$ cat src/sit_pkg.sv
// Package for the shortest interval tracker.
// Holds field widths, constants, the controller state type and the command
// and status structs shared by the controller and the datapath.
package sit_pkg;

  localparam int unsigned TickW      = 32;
  localparam int unsigned NoteW      = 7;
  localparam int unsigned IntervalW  = 16;
  localparam int unsigned CountW     = 8;
  localparam int unsigned InDataW    = 40;
  localparam int unsigned OutDataW   = 80;
  localparam int unsigned MaxNotesDef = 64;

  localparam logic [TickW-1:0]  RestartAvg   = 32'd50000;
  localparam logic [CountW-1:0] RestartCount = 8'd1;
  localparam logic [CountW-1:0] CountMax     = 8'd255;

  typedef enum logic [2:0] {
    ST_IDLE,
    ST_EVAL,
    ST_DIV_START,
    ST_DIV_WAIT,
    ST_FINISH
  } state_e;

  typedef struct packed {
    logic load_in;
    logic eval;
    logic div_start;
    logic load_avg;
    logic load_out;
  } cmd_t;

  typedef struct packed {
    logic restart;
    logic joins;
    logic div_done;
  } status_t;

endpackage

$ cat src/sit_ram.sv
// Generic single-port-write, single-port-read RAM with registered read data.
// Width and depth are parameters; no package dependency.
module sit_ram #(
  parameter int unsigned Width = 16,
  parameter int unsigned Depth = 64
) (
  input  logic                     clk_i,
  input  logic                     we_i,
  input  logic [$clog2(Depth)-1:0] waddr_i,
  input  logic [Width-1:0]         wdata_i,
  input  logic                     re_i,
  input  logic [$clog2(Depth)-1:0] raddr_i,
  output logic [Width-1:0]         rdata_o
);

  logic [Width-1:0] mem_q [Depth];
  logic [Width-1:0] rdata_q;

  always_ff @(posedge clk_i) begin
    if (we_i) begin
      mem_q[waddr_i] <= wdata_i;
    end
    if (re_i) begin
      rdata_q <= mem_q[raddr_i];
    end
  end

  assign rdata_o = rdata_q;

endmodule

$ cat src/sit_divider.sv
// Radix-2 restoring divider: 32-bit unsigned dividend by 8-bit divisor.
// One quotient bit per cycle; uses widths from sit_pkg.
module sit_divider (
  input  logic                       clk_i,
  input  logic                       rst_ni,
  input  logic                       start_i,
  input  logic [sit_pkg::TickW-1:0]  dividend_i,
  input  logic [sit_pkg::CountW-1:0] divisor_i,
  output logic                       done_o,
  output logic [sit_pkg::TickW-1:0]  quotient_o
);
  import sit_pkg::*;

  localparam int unsigned CntW = $clog2(TickW);

  logic              busy_q, busy_d;
  logic              done_q, done_d;
  logic [CntW-1:0]   cnt_q, cnt_d;
  logic [TickW-1:0]  quo_q, quo_d;
  logic [CountW-1:0] rem_q, rem_d;
  logic [CountW-1:0] div_q, div_d;
  logic [CountW:0]   rem_sh;
  logic [CountW:0]   rem_sub;

  always_comb begin
    rem_sh  = {rem_q, quo_q[TickW-1]};
    rem_sub = rem_sh - {1'b0, div_q};
    busy_d  = busy_q;
    done_d  = 1'b0;
    cnt_d   = cnt_q;
    quo_d   = quo_q;
    rem_d   = rem_q;
    div_d   = div_q;
    if (start_i) begin
      busy_d = 1'b1;
      cnt_d  = '0;
      quo_d  = dividend_i;
      rem_d  = '0;
      div_d  = divisor_i;
    end else if (busy_q) begin
      if (rem_sh >= {1'b0, div_q}) begin
        rem_d = rem_sub[CountW-1:0];
        quo_d = {quo_q[TickW-2:0], 1'b1};
      end else begin
        rem_d = rem_sh[CountW-1:0];
        quo_d = {quo_q[TickW-2:0], 1'b0};
      end
      cnt_d = cnt_q + 1'b1;
      if (cnt_q == CntW'(TickW - 1)) begin
        busy_d = 1'b0;
        done_d = 1'b1;
      end
    end
  end

  always_ff @(posedge clk_i or negedge rst_ni) begin
    if (!rst_ni) begin
      busy_q <= 1'b0;
      done_q <= 1'b0;
      cnt_q  <= '0;
    end else begin
      busy_q <= busy_d;
      done_q <= done_d;
      cnt_q  <= cnt_d;
    end
  end

  always_ff @(posedge clk_i) begin
    quo_q <= quo_d;
    rem_q <= rem_d;
    div_q <= div_d;
  end

  assign done_o     = done_q;
  assign quotient_o = quo_q;

endmodule

$ cat src/sit_datapath.sv
// Datapath of the shortest interval tracker: input and state registers,
// interval and near tests, the divider, the interval RAM and output registers.
// Depends on sit_pkg, sit_divider and sit_ram.
module sit_datapath #(
  parameter int unsigned MaxNotes = sit_pkg::MaxNotesDef
) (
  input  logic                         clk_i,
  input  logic                         rst_ni,
  input  sit_pkg::cmd_t                cmd_i,
  output sit_pkg::status_t             status_o,
  input  logic [sit_pkg::InDataW-1:0]  in_data_i,
  output logic [sit_pkg::OutDataW-1:0] out_data_o
);
  import sit_pkg::*;

  localparam int unsigned AddrW = $clog2(MaxNotes);
  localparam int unsigned SlotW = (AddrW > NoteW) ? AddrW : NoteW;

  logic [TickW-1:0]     now_q;
  logic [NoteW-1:0]     note_q;
  logic [TickW-1:0]     last_tick_q, last_tick_d;
  logic [CountW-1:0]    short_count_q, short_count_d;
  logic [TickW-1:0]     short_sum_q, short_sum_d;
  logic [TickW-1:0]     avg_q, avg_d;
  logic [TickW-1:0]     total_q, total_d;
  logic [IntervalW-1:0] iv16_q, iv16_d;
  logic [OutDataW-1:0]  out_q;

  logic                 restart;
  logic [TickW-1:0]     diff;
  logic [IntervalW-1:0] iv16;
  logic [TickW-1:0]     iv;
  logic [TickW-1:0]     iv_diff;
  logic [TickW-1:0]     iv_plus_half;
  logic [TickW-1:0]     avg_plus_half;
  logic                 below;
  logic                 near_low;
  logic                 near_high;
  logic                 joins;
  logic                 clear;
  logic [CountW-1:0]    count_base;
  logic [TickW-1:0]     sum_base;
  logic [SlotW-1:0]     slot;
  logic                 slot_ok;
  logic                 ram_we;
  logic                 div_done;
  logic [TickW-1:0]     quotient;

  assign restart       = (note_q == '0);
  assign diff          = now_q - last_tick_q;
  assign iv16          = diff[IntervalW-1:0];
  assign iv            = {{(TickW - IntervalW){iv16[IntervalW-1]}}, iv16};
  assign iv_diff       = iv - avg_q;
  assign iv_plus_half  = iv + {iv[TickW-1], iv[TickW-1:1]};
  assign avg_plus_half = avg_q + {1'b0, avg_q[TickW-1:1]};
  assign below         = iv_diff[TickW-1];
  assign near_low      = below && (iv_plus_half < avg_q);
  assign near_high     = avg_plus_half > iv;
  assign joins         = below || near_high;
  assign clear         = near_low;
  assign count_base    = clear ? '0 : short_count_q;
  assign sum_base      = clear ? '0 : short_sum_q;

  assign slot    = SlotW'(note_q) - 1'b1;
  assign slot_ok = ({1'b0, slot} < (SlotW + 1)'(MaxNotes));
  assign ram_we  = cmd_i.eval && !restart && slot_ok;

  always_comb begin
    last_tick_d   = last_tick_q;
    short_count_d = short_count_q;
    short_sum_d   = short_sum_q;
    avg_d         = avg_q;
    total_d       = total_q;
    iv16_d        = iv16_q;
    if (cmd_i.eval) begin
      last_tick_d = now_q;
      if (restart) begin
        total_d       = '0;
        avg_d         = RestartAvg;
        short_count_d = RestartCount;
        iv16_d        = '0;
      end else begin
        iv16_d  = iv16;
        total_d = total_q + iv;
        if (joins) begin
          short_count_d = (count_base < CountMax) ? count_base + 1'b1 : count_base;
          short_sum_d   = sum_base + iv;
        end
      end
    end
    if (cmd_i.load_avg) begin
      avg_d = quotient;
    end
  end

  always_ff @(posedge clk_i or negedge rst_ni) begin
    if (!rst_ni) begin
      last_tick_q   <= '0;
      short_count_q <= '0;
      short_sum_q   <= '0;
      avg_q         <= '0;
      total_q       <= '0;
    end else begin
      last_tick_q   <= last_tick_d;
      short_count_q <= short_count_d;
      short_sum_q   <= short_sum_d;
      avg_q         <= avg_d;
      total_q       <= total_d;
    end
  end

  always_ff @(posedge clk_i) begin
    iv16_q <= iv16_d;
    if (cmd_i.load_in) begin
      now_q  <= in_data_i[TickW-1:0];
      note_q <= in_data_i[TickW +: NoteW];
    end
    if (cmd_i.load_out) begin
      out_q <= {total_q, avg_q, iv16_q};
    end
  end

  sit_divider u_div (
    .clk_i      (clk_i),
    .rst_ni     (rst_ni),
    .start_i    (cmd_i.div_start),
    .dividend_i (short_sum_q),
    .divisor_i  (short_count_q),
    .done_o     (div_done),
    .quotient_o (quotient)
  );

  sit_ram #(
    .Width (IntervalW),
    .Depth (MaxNotes)
  ) u_store (
    .clk_i   (clk_i),
    .we_i    (ram_we),
    .waddr_i (slot[AddrW-1:0]),
    .wdata_i (iv16),
    .re_i    (1'b0),
    .raddr_i (slot[AddrW-1:0]),
    .rdata_o ()
  );

  assign status_o.restart  = restart;
  assign status_o.joins    = joins;
  assign status_o.div_done = div_done;
  assign out_data_o        = out_q;

endmodule

$ cat src/sit_ctrl.sv
// Controller of the shortest interval tracker: evaluates each event, divides
// when the interval joins, and owns both stream handshakes. Depends on sit_pkg.
module sit_ctrl (
  input  logic             clk_i,
  input  logic             rst_ni,
  input  logic             s_tvalid_i,
  output logic             s_tready_o,
  output logic             m_tvalid_o,
  input  logic             m_tready_i,
  output sit_pkg::cmd_t    cmd_o,
  input  sit_pkg::status_t status_i
);
  import sit_pkg::*;

  state_e state_q, state_d;
  logic   out_valid_q, out_valid_d;

  always_comb begin
    state_d     = state_q;
    out_valid_d = out_valid_q && !m_tready_i;
    cmd_o       = '0;
    s_tready_o  = 1'b0;
    case (state_q)
      ST_IDLE: begin
        s_tready_o    = 1'b1;
        cmd_o.load_in = s_tvalid_i;
        if (s_tvalid_i) begin
          state_d = ST_EVAL;
        end
      end
      ST_EVAL: begin
        cmd_o.eval = 1'b1;
        if (!status_i.restart && status_i.joins) begin
          state_d = ST_DIV_START;
        end else begin
          state_d = ST_FINISH;
        end
      end
      ST_DIV_START: begin
        cmd_o.div_start = 1'b1;
        state_d         = ST_DIV_WAIT;
      end
      ST_DIV_WAIT: begin
        if (status_i.div_done) begin
          cmd_o.load_avg = 1'b1;
          state_d        = ST_FINISH;
        end
      end
      ST_FINISH: begin
        if (!out_valid_q || m_tready_i) begin
          cmd_o.load_out = 1'b1;
          out_valid_d    = 1'b1;
          state_d        = ST_IDLE;
        end
      end
      default: begin
        state_d = ST_IDLE;
      end
    endcase
  end

  always_ff @(posedge clk_i or negedge rst_ni) begin
    if (!rst_ni) begin
      state_q     <= ST_IDLE;
      out_valid_q <= 1'b0;
    end else begin
      state_q     <= state_d;
      out_valid_q <= out_valid_d;
    end
  end

  assign m_tvalid_o = out_valid_q;

endmodule

$ cat src/shortest_interval_tracker.sv
// Shortest interval tracker top level: joins the controller and the datapath.
// Depends on sit_pkg, sit_ctrl and sit_datapath.
//
// Usage: each input transaction on the s_axis channel is one note event,
// carrying the tick count and the number of notes recorded so far. Each event
// gives exactly one output transaction on the m_axis channel with the
// interval since the previous event, the current shortest average and the
// total recording time. A note number of zero restarts the recording.
// Timing: for a restart or an interval that does not join the average, the
// result is registered through the evaluation and finish states; when the
// interval joins, the bit-serial divider that forms the new average runs
// between them. One event is processed at a time, so a new event is not
// accepted until the previous one reaches the output register. The output
// register lets a new event be accepted while the previous result still
// waits; a stalled receiver holds its result stable and holds the following
// result back in the datapath until it is taken.
// Reset clears all tracking state and the output valid flag; the interval
// store holds no defined contents until written.
module shortest_interval_tracker #(
  parameter int unsigned MaxNotes = sit_pkg::MaxNotesDef
) (
  input  logic                         clk_i,
  input  logic                         rst_ni,
  input  logic                         s_axis_tvalid_i,
  output logic                         s_axis_tready_o,
  // Fields from bit 0: now_tick[31:0], note_number[38:32], zero pad[39].
  input  logic [sit_pkg::InDataW-1:0]  s_axis_tdata_i,
  output logic                         m_axis_tvalid_o,
  input  logic                         m_axis_tready_i,
  // Fields from bit 0: interval[15:0], shortest_average[47:16],
  // total_time[79:48].
  output logic [sit_pkg::OutDataW-1:0] m_axis_tdata_o
);
  import sit_pkg::*;

  cmd_t    cmd;
  status_t status;

  sit_ctrl u_ctrl (
    .clk_i      (clk_i),
    .rst_ni     (rst_ni),
    .s_tvalid_i (s_axis_tvalid_i),
    .s_tready_o (s_axis_tready_o),
    .m_tvalid_o (m_axis_tvalid_o),
    .m_tready_i (m_axis_tready_i),
    .cmd_o      (cmd),
    .status_i   (status)
  );

  sit_datapath #(
    .MaxNotes (MaxNotes)
  ) u_dp (
    .clk_i      (clk_i),
    .rst_ni     (rst_ni),
    .cmd_i      (cmd),
    .status_o   (status),
    .in_data_i  (s_axis_tdata_i),
    .out_data_o (m_axis_tdata_o)
  );

endmodule
$ cat config.mk
export PLATFORM = sky130hd
export DESIGN_NAME = shortest_interval_tracker
export DESIGN_NICKNAME = d
export VERILOG_FILES = /design/src/sit_pkg.sv /design/src/sit_ram.sv /design/src/sit_divider.sv /design/src/sit_datapath.sv /design/src/sit_ctrl.sv /design/src/shortest_interval_tracker.sv
export SDC_FILE = /design/constraint.sdc
export NUM_CORES = 1
export LEC_CHECK = 0
export BUFFER_PORTS_ARGS = -buffer_cell sky130_fd_sc_hd__buf_2
export CAP_MARGIN = 5
export CORE_MARGIN = 2
export CORE_UTILIZATION = 50
export CTS_BUF_LIST = sky130_fd_sc_hd__clkbuf_2 sky130_fd_sc_hd__clkbuf_4 sky130_fd_sc_hd__clkbuf_8
export CTS_CLUSTER_DIAMETER = 30
export DETAILED_ROUTE_END_ITERATION = 7
export PLACE_DENSITY = 0.72
export SYNTH_ARGS = -nofsm -noshare
export SYNTH_HDL_FRONTEND = slang
export SYNTH_HIERARCHICAL = 1
export SYNTH_SLANG_ARGS = --single-unit
$ cat constraint.sdc
create_clock -name clk_i -period 9.45 [get_ports clk_i]
set_input_delay 0.4725 -clock clk_i [delete_from_list [all_inputs] [get_ports clk_i]]
set_output_delay 0.4725 -clock clk_i [all_outputs]
set_load 0.02 [all_outputs]
Word-level counts from Yosys, hierarchy flattened. Cells that the tools add are included.

Add/sub/neg operators: 9. Order comparisons: 4. Equal/unequal tests: 8. Muxes and demuxes: 36. Bitwise gates (word level): 1. Reduce and logical (&&, ||, !) cells: 18.

Operators with widths (count): 32-bit 2-to-1 mux (7); 32-bit adder (2); 8-bit 2-to-1 mux (5); 32-bit by 31-bit adder with 32-bit output (1); 32-bit greater-than comparator (1); 32-bit less-than comparator (1); 32-bit subtractor (1); 16-bit by 15-bit adder with 17-bit output (1); 1-bit 2-to-1 mux (17); 16-bit subtractor (1); 3-bit one-hot mux with 5 select lines (1); 3-bit 2-to-1 mux (4); 5-bit 2-to-1 mux (2); 9-bit by 8-bit greater-or-equal comparator with 1-bit output (1); 8-bit by 1-bit adder with 8-bit output (second input constant) (1); 8-bit less-than comparator (second input constant) (1); 2-bit nonzero test (4); 8-bit subtractor (1); 7-bit zero test (1); 3-bit by 2-bit equality test with 1-bit output (second input constant) (2); 3-bit AND reduction (2); 5-bit by 1-bit adder with 5-bit output (second input constant) (1); 5-bit equality test (second input constant) (1); 2-bit by 1-bit inequality test with 1-bit output (second input constant) (2); 9 further kinds (15).

Register bits: 298. Bits of input ports: 44. Logic and storage cells: 93.

Longest topological paths before layout.
Depth after elaboration: 9. Gate-level depth with buffers: 42. Mapped depth without buffers: 40.

Hierarchy. Netlist, hierarchy kept.

By module, submodules not included: sit_datapath (times used 1, cells an instance 1639, area an instance 16136.7 µm², sequential area each 6576.3 µm²); sit_divider (times used 1, cells an instance 194, area an instance 2635.0 µm², sequential area each 1536.5 µm²); sit_ctrl (times used 1, cells an instance 23, area an instance 234.0 µm², sequential area each 100.1 µm²).

Worst setup path before layout. No wires, ideal clock.

Path kind: register -> register. Start: register u_dp.now_q[6]. End: register u_dp.short_sum_q[31]. Arrival: 9406 ps. Required time: 9319 ps. Setup slack: -88 ps. Stages on the path, launching flop included: 35. Path buffers: 3. Period minus slack after synthesis: 9538 ps. Cell sequence: edfxtp_1 -> ha_1 -> a2111o_1 -> o211a_1 -> o2111ai_1 -> a31oi_1 -> o21ai_1 -> nand2b_1 -> a311oi_1 -> clkbuf_1 -> inv_1 -> ha_1 -> a211oi_1 -> nor2_1 -> o31a_1 -> a2111oi_0 -> a31oi_1 -> a31oi_1 -> clkbuf_1 -> clkbuf_1 -> and2_1 -> ha_1 -> a21oi_1 -> o21ai_0 -> a21oi_1 -> o31ai_1 -> a311oi_1 -> o41ai_1 -> a41o_1 -> a21oi_1 -> o31ai_1 -> and4_1 -> a2111oi_0 -> nor3_1 -> or3_1.

Longest elaborated chain between the ends: 6.

RTL lines: from (decl) (line sit_datapath.sv:19) `logic [TickW-1:0] now_q;`; from (signal assigned) (line sit_datapath.sv:115) `now_q <= in_data_i[TickW-1:0];`; 16-bit subtractor (*) (line sit_datapath.sv:50) `assign diff = now_q - last_tick_q;`; named net u_dp.diff[15] (line sit_datapath.sv:30) `logic [TickW-1:0] diff;`; 16-bit by 15-bit adder with 17-bit output (line sit_datapath.sv:54) `assign iv_plus_half = iv + {iv[TickW-1], iv[TickW-1:1]};`; 32-bit less-than comparator (line sit_datapath.sv:57) `assign near_low = below && (iv_plus_half < avg_q);`; 1-bit logical AND (line sit_datapath.sv:57); 32-bit 2-to-1 mux (line sit_datapath.sv:62) `assign sum_base = clear ? '0 : short_sum_q;`; 32-bit adder (line sit_datapath.sv:87) `short_sum_d = sum_base + iv;`; to (signal assigned) (line sit_datapath.sv:106) `short_sum_q <= short_sum_d;`; to (decl) (line sit_datapath.sv:23) `logic [TickW-1:0] short_sum_q, short_sum_d;`.

Mark *: on every way through the listed nets, which the timed path passes. The rest lies on a longest branch. A chain may end at the register's enable or synchronous reset.

Worst setup path in the final report.
Start: register u_dp.now_q[0]. End: register u_dp.short_sum_q[31].

The elaborated chain is that of the path after synthesis.

==> out/qor.csv <==
stage;metric;value;unit
outcome;status;complete, no violations;
grt;first_global_vias;14754;
yosys;synth_fp_nets;2108;
grt;track_usage;23.6;%
cells_and_area;area_growth;17.5;%
sta;rsz0062_at_grt;false;
drt;met1_length;20.6;mm
drt;drt_first_iter_violations;1035;
yosys;synth_seq_cells;298;
drt;vias;14838;
yosys;yosysUniqueCellTypes;90;
clock_tree;clockRootBuffer;clkbuf_8;
drt;firstDrtPassIters;5;
floorplanning;die_h;199;um
setup_path;cpPeakStageDelay;0.42;ns
clock_tree;clockBufferDepth;3;
drt;wl;45.7;mm
sta;fin_skew;0.0246;ns
setup_path;rr_endpoint;u_dp/short_sum_q[31];
cells_and_area;layout_common_cells;202 x ha_1, 159 x edfxtp_1, 138 x nand2_1;
sta;tightestPinTransition;0.940;ns
cells_and_area;multi_input_area;10200;um2
yosys;synthFlopType;edfxtp_1;
setup_path;cp-end-kind;flip-flop;
clock_tree;ctsHtreeMaxLevel;3;
cells_and_area;final_nets;2305;
setup_path;reg2reg_depth;39;
setup_path;worstPathRequired;9.94;ns
clock_tree;cts_tree;built;
drt;drt_drc_violations_left;0;
yosys;syn_area;19000;um2
setup_path;r2r-start;u_dp/now_q[0];
min_path;holdPathEnd;u_ctrl/state_q[0];
floorplanning;fp.dieW;199;um
cells_and_area;seqCellArea;8210;um2
cells_and_area;antenna_cells;0;
drt;via_per_inst;5.67;
clock_tree;clk_pin_slew;0.06;ns
yosys;ys_warn_count;6;
min_path;min_path_cells;3;
run;max_cap_viol_count;0;
sta;max_freq;0.112;GHz
yosys;synthArstFlopShare;44.0;%
drt;met2_wirelength;21.8;mm
setup_path;slowest_stage;fa_1;
floorplanning;dieArea;39600;um2
min_path;hp-class;in -> reg;
cells_and_area;layout_commonest_cell;ha_1;
floorplanning;initial_core_util;50.6;%
drt;ant_nets;0;
min_path;hold_start;s_axis_tvalid_i;
clock_tree;cts.sinks;298;
grt;grt_max_degree;70;
grt;grt_first_pass_wirelength;74.0;mm
setup_path;arrival;9.43;ns
cells_and_area;drive_gt1_share;16.7;%
setup_path;path_class;reg -> reg;
sta;min_period_over_period;94.6;%
sta;max-slew-margin-rel;37.3;%
sta;tns;0;ns
yosys;synth.avg_cell_area;10.2;um2
yosys;seq_area_frac_synth;43.2;%
yosys;yosys.area.top_type;edfxtp_1;
setup_path;critPathLaunchType;flip-flop;
setup_path;reg2reg_slack;0.51;ns
clock_tree;cts_buffers;68;
grt;antenna_found_initial;0;
sta;hold_viol_final;0;
clock_tree;clk-insertion-delay-late;0.63;ns
cells_and_area;fill_cells;3147;
drt;wl_met3;2.42;mm
grt;grt.overflow.total;0;
yosys;netlist_instances;1856;
place;dp_hpwl;33.2;mm
place;globalplace.congestion;0.904;
yosys;synth_area_leaders;edfxtp_1 25%, dfrtp_1 17%, ha_1 13%;
sta;min_period;8.94;ns
yosys;synth_top_area_share;25.1;%
floorplanning;io_pins;126;
sta;setup_violations;0;
drt;top_layer;met4;
floorplanning;core.rowCount;71;
sta;slew_viol_final;0;
place;io_buffers;108;
yosys;synth_edf_count;159;
floorplanning;core;37600;um2
drt;drt-wirelength-per-cell;17.4;um
setup_path;crit_path_max_fanout;7;
[critical path: cells and delay by family (launching register included)]
kind	cells	cell delay [ns]
AO/OA/AOI/OAI	19	4.31
XOR/XNOR	2	0.44
adder cells (fa/ha/maj)	5	1.63
buffers and inverters	6	0.91
flip-flops	1	0.38
AND/OR/NAND/NOR	7	1.16
[through the flow]
stage	instance area [um2]	setup WS, ns	utilization [%]	hold WS (ns)	instances
final	22300	0.507	59.4	0.119	2619
after global routing	22300	0.0285	59.4	0.104	2619
after CTS	22300	0.182	59.3	0.0750	2619
after detailed placement	20400	0.244	54.3	0.405	2470
after global placement	20400	0.337	54.3	0.403	2470
after floorplan	19000	0.257	-	0.177	1856
[metal layers]
layer  track usage, %  up-vias
met5                0        -
met4             7.21        0
met3             4.37       78
met2             39.4      384
met1             31.2     7123
li1                 -     7253
[sequential cells by signal (all words and copies together), names as in the netlist, 3 cells and up]
name and flops:
u_dp/iv16_q 16, u_dp/avg_q 32, u_dp/u_div/cnt_q 5, u_dp/u_div/rem_q 8, u_dp/u_div/div_q 8, u_dp/short_sum_q 32
u_dp/now_q 16, u_dp/total_q 32, u_dp/u_div/quotient_o 32, u_ctrl/state_q 3, u_dp/last_tick_q 16, u_dp/short_count_q 8
u_dp/note_q 7, u_dp/out_data_o 80
[repair_timing]
item,in CTS,in global routing
setup endpoints to repair,0,4
hold buffers,24,0
setup buffers,0,0
resized for setup,0,8
hold endpoints to repair,86,0
[cells by family after synthesis]
logic type      Yosys count  share of synthesized area, %
fa+ha+maj               216                          14.4
simple gates            473                          12.5
buf+inv                 177                          3.59
flops                   298                          43.2
xor+xnor                116                          5.35
mux                      47                          2.73
compound gates          529                          18.3
[area by class of cell]
cell class	count	share of cell area, %
clock buffer	79	4.67
clock inverter	46	2.77
inverter	123	2.09
multi-input combinational	1381	45.6
sequential	298	36.8
tap	511	2.86
timing repair buffer	181	5.19
[synth_stat cells (7+ instances only)]
library cell / count
ha_1: 202
edfxtp_1: 159
nand2_1: 140
a21oi_1: 132
dfrtp_1: 131
o21ai_0: 125
inv_1: 119
nor2_1: 93
xnor2_1: 82
a21o_1: 70
clkbuf_1: 43
and2_1: 42
mux2_2: 39
nand3_1: 36
xor2_1: 34
nand2b_1: 29
nor2b_1: 26
o21a_1: 23
nand4_1: 22
nor3_1: 22
o31ai_1: 21
o21bai_1: 20
a22o_1: 16
a211oi_1: 15
and3_1: 13
a31oi_1: 10
dfxtp_1: 8
mux2i_1: 8
o21ai_1: 8
a2111oi_0: 7
or3_1: 7
[worst max-delay path by stage]
stage                        from  depth (start not counted)                   end  slack, ns
finish              u_dp/now_q[0]                         39  u_dp/short_sum_q[31]       0.51
global route        u_dp/now_q[0]                         38  u_dp/short_sum_q[31]       0.03
CTS                 u_dp/now_q[0]                         38  u_dp/short_sum_q[31]       0.18
detailed placement  u_dp/now_q[0]                         38  u_dp/short_sum_q[31]       0.24
global placement    u_dp/now_q[0]                         38  u_dp/short_sum_q[31]       0.34
floorplan           u_dp/now_q[6]                         34  u_dp/short_sum_q[31]       0.26
Power is left out: the tool's default activity adds up to more than one toggle a clock period on the data nets, which glitch-free logic cannot reach.
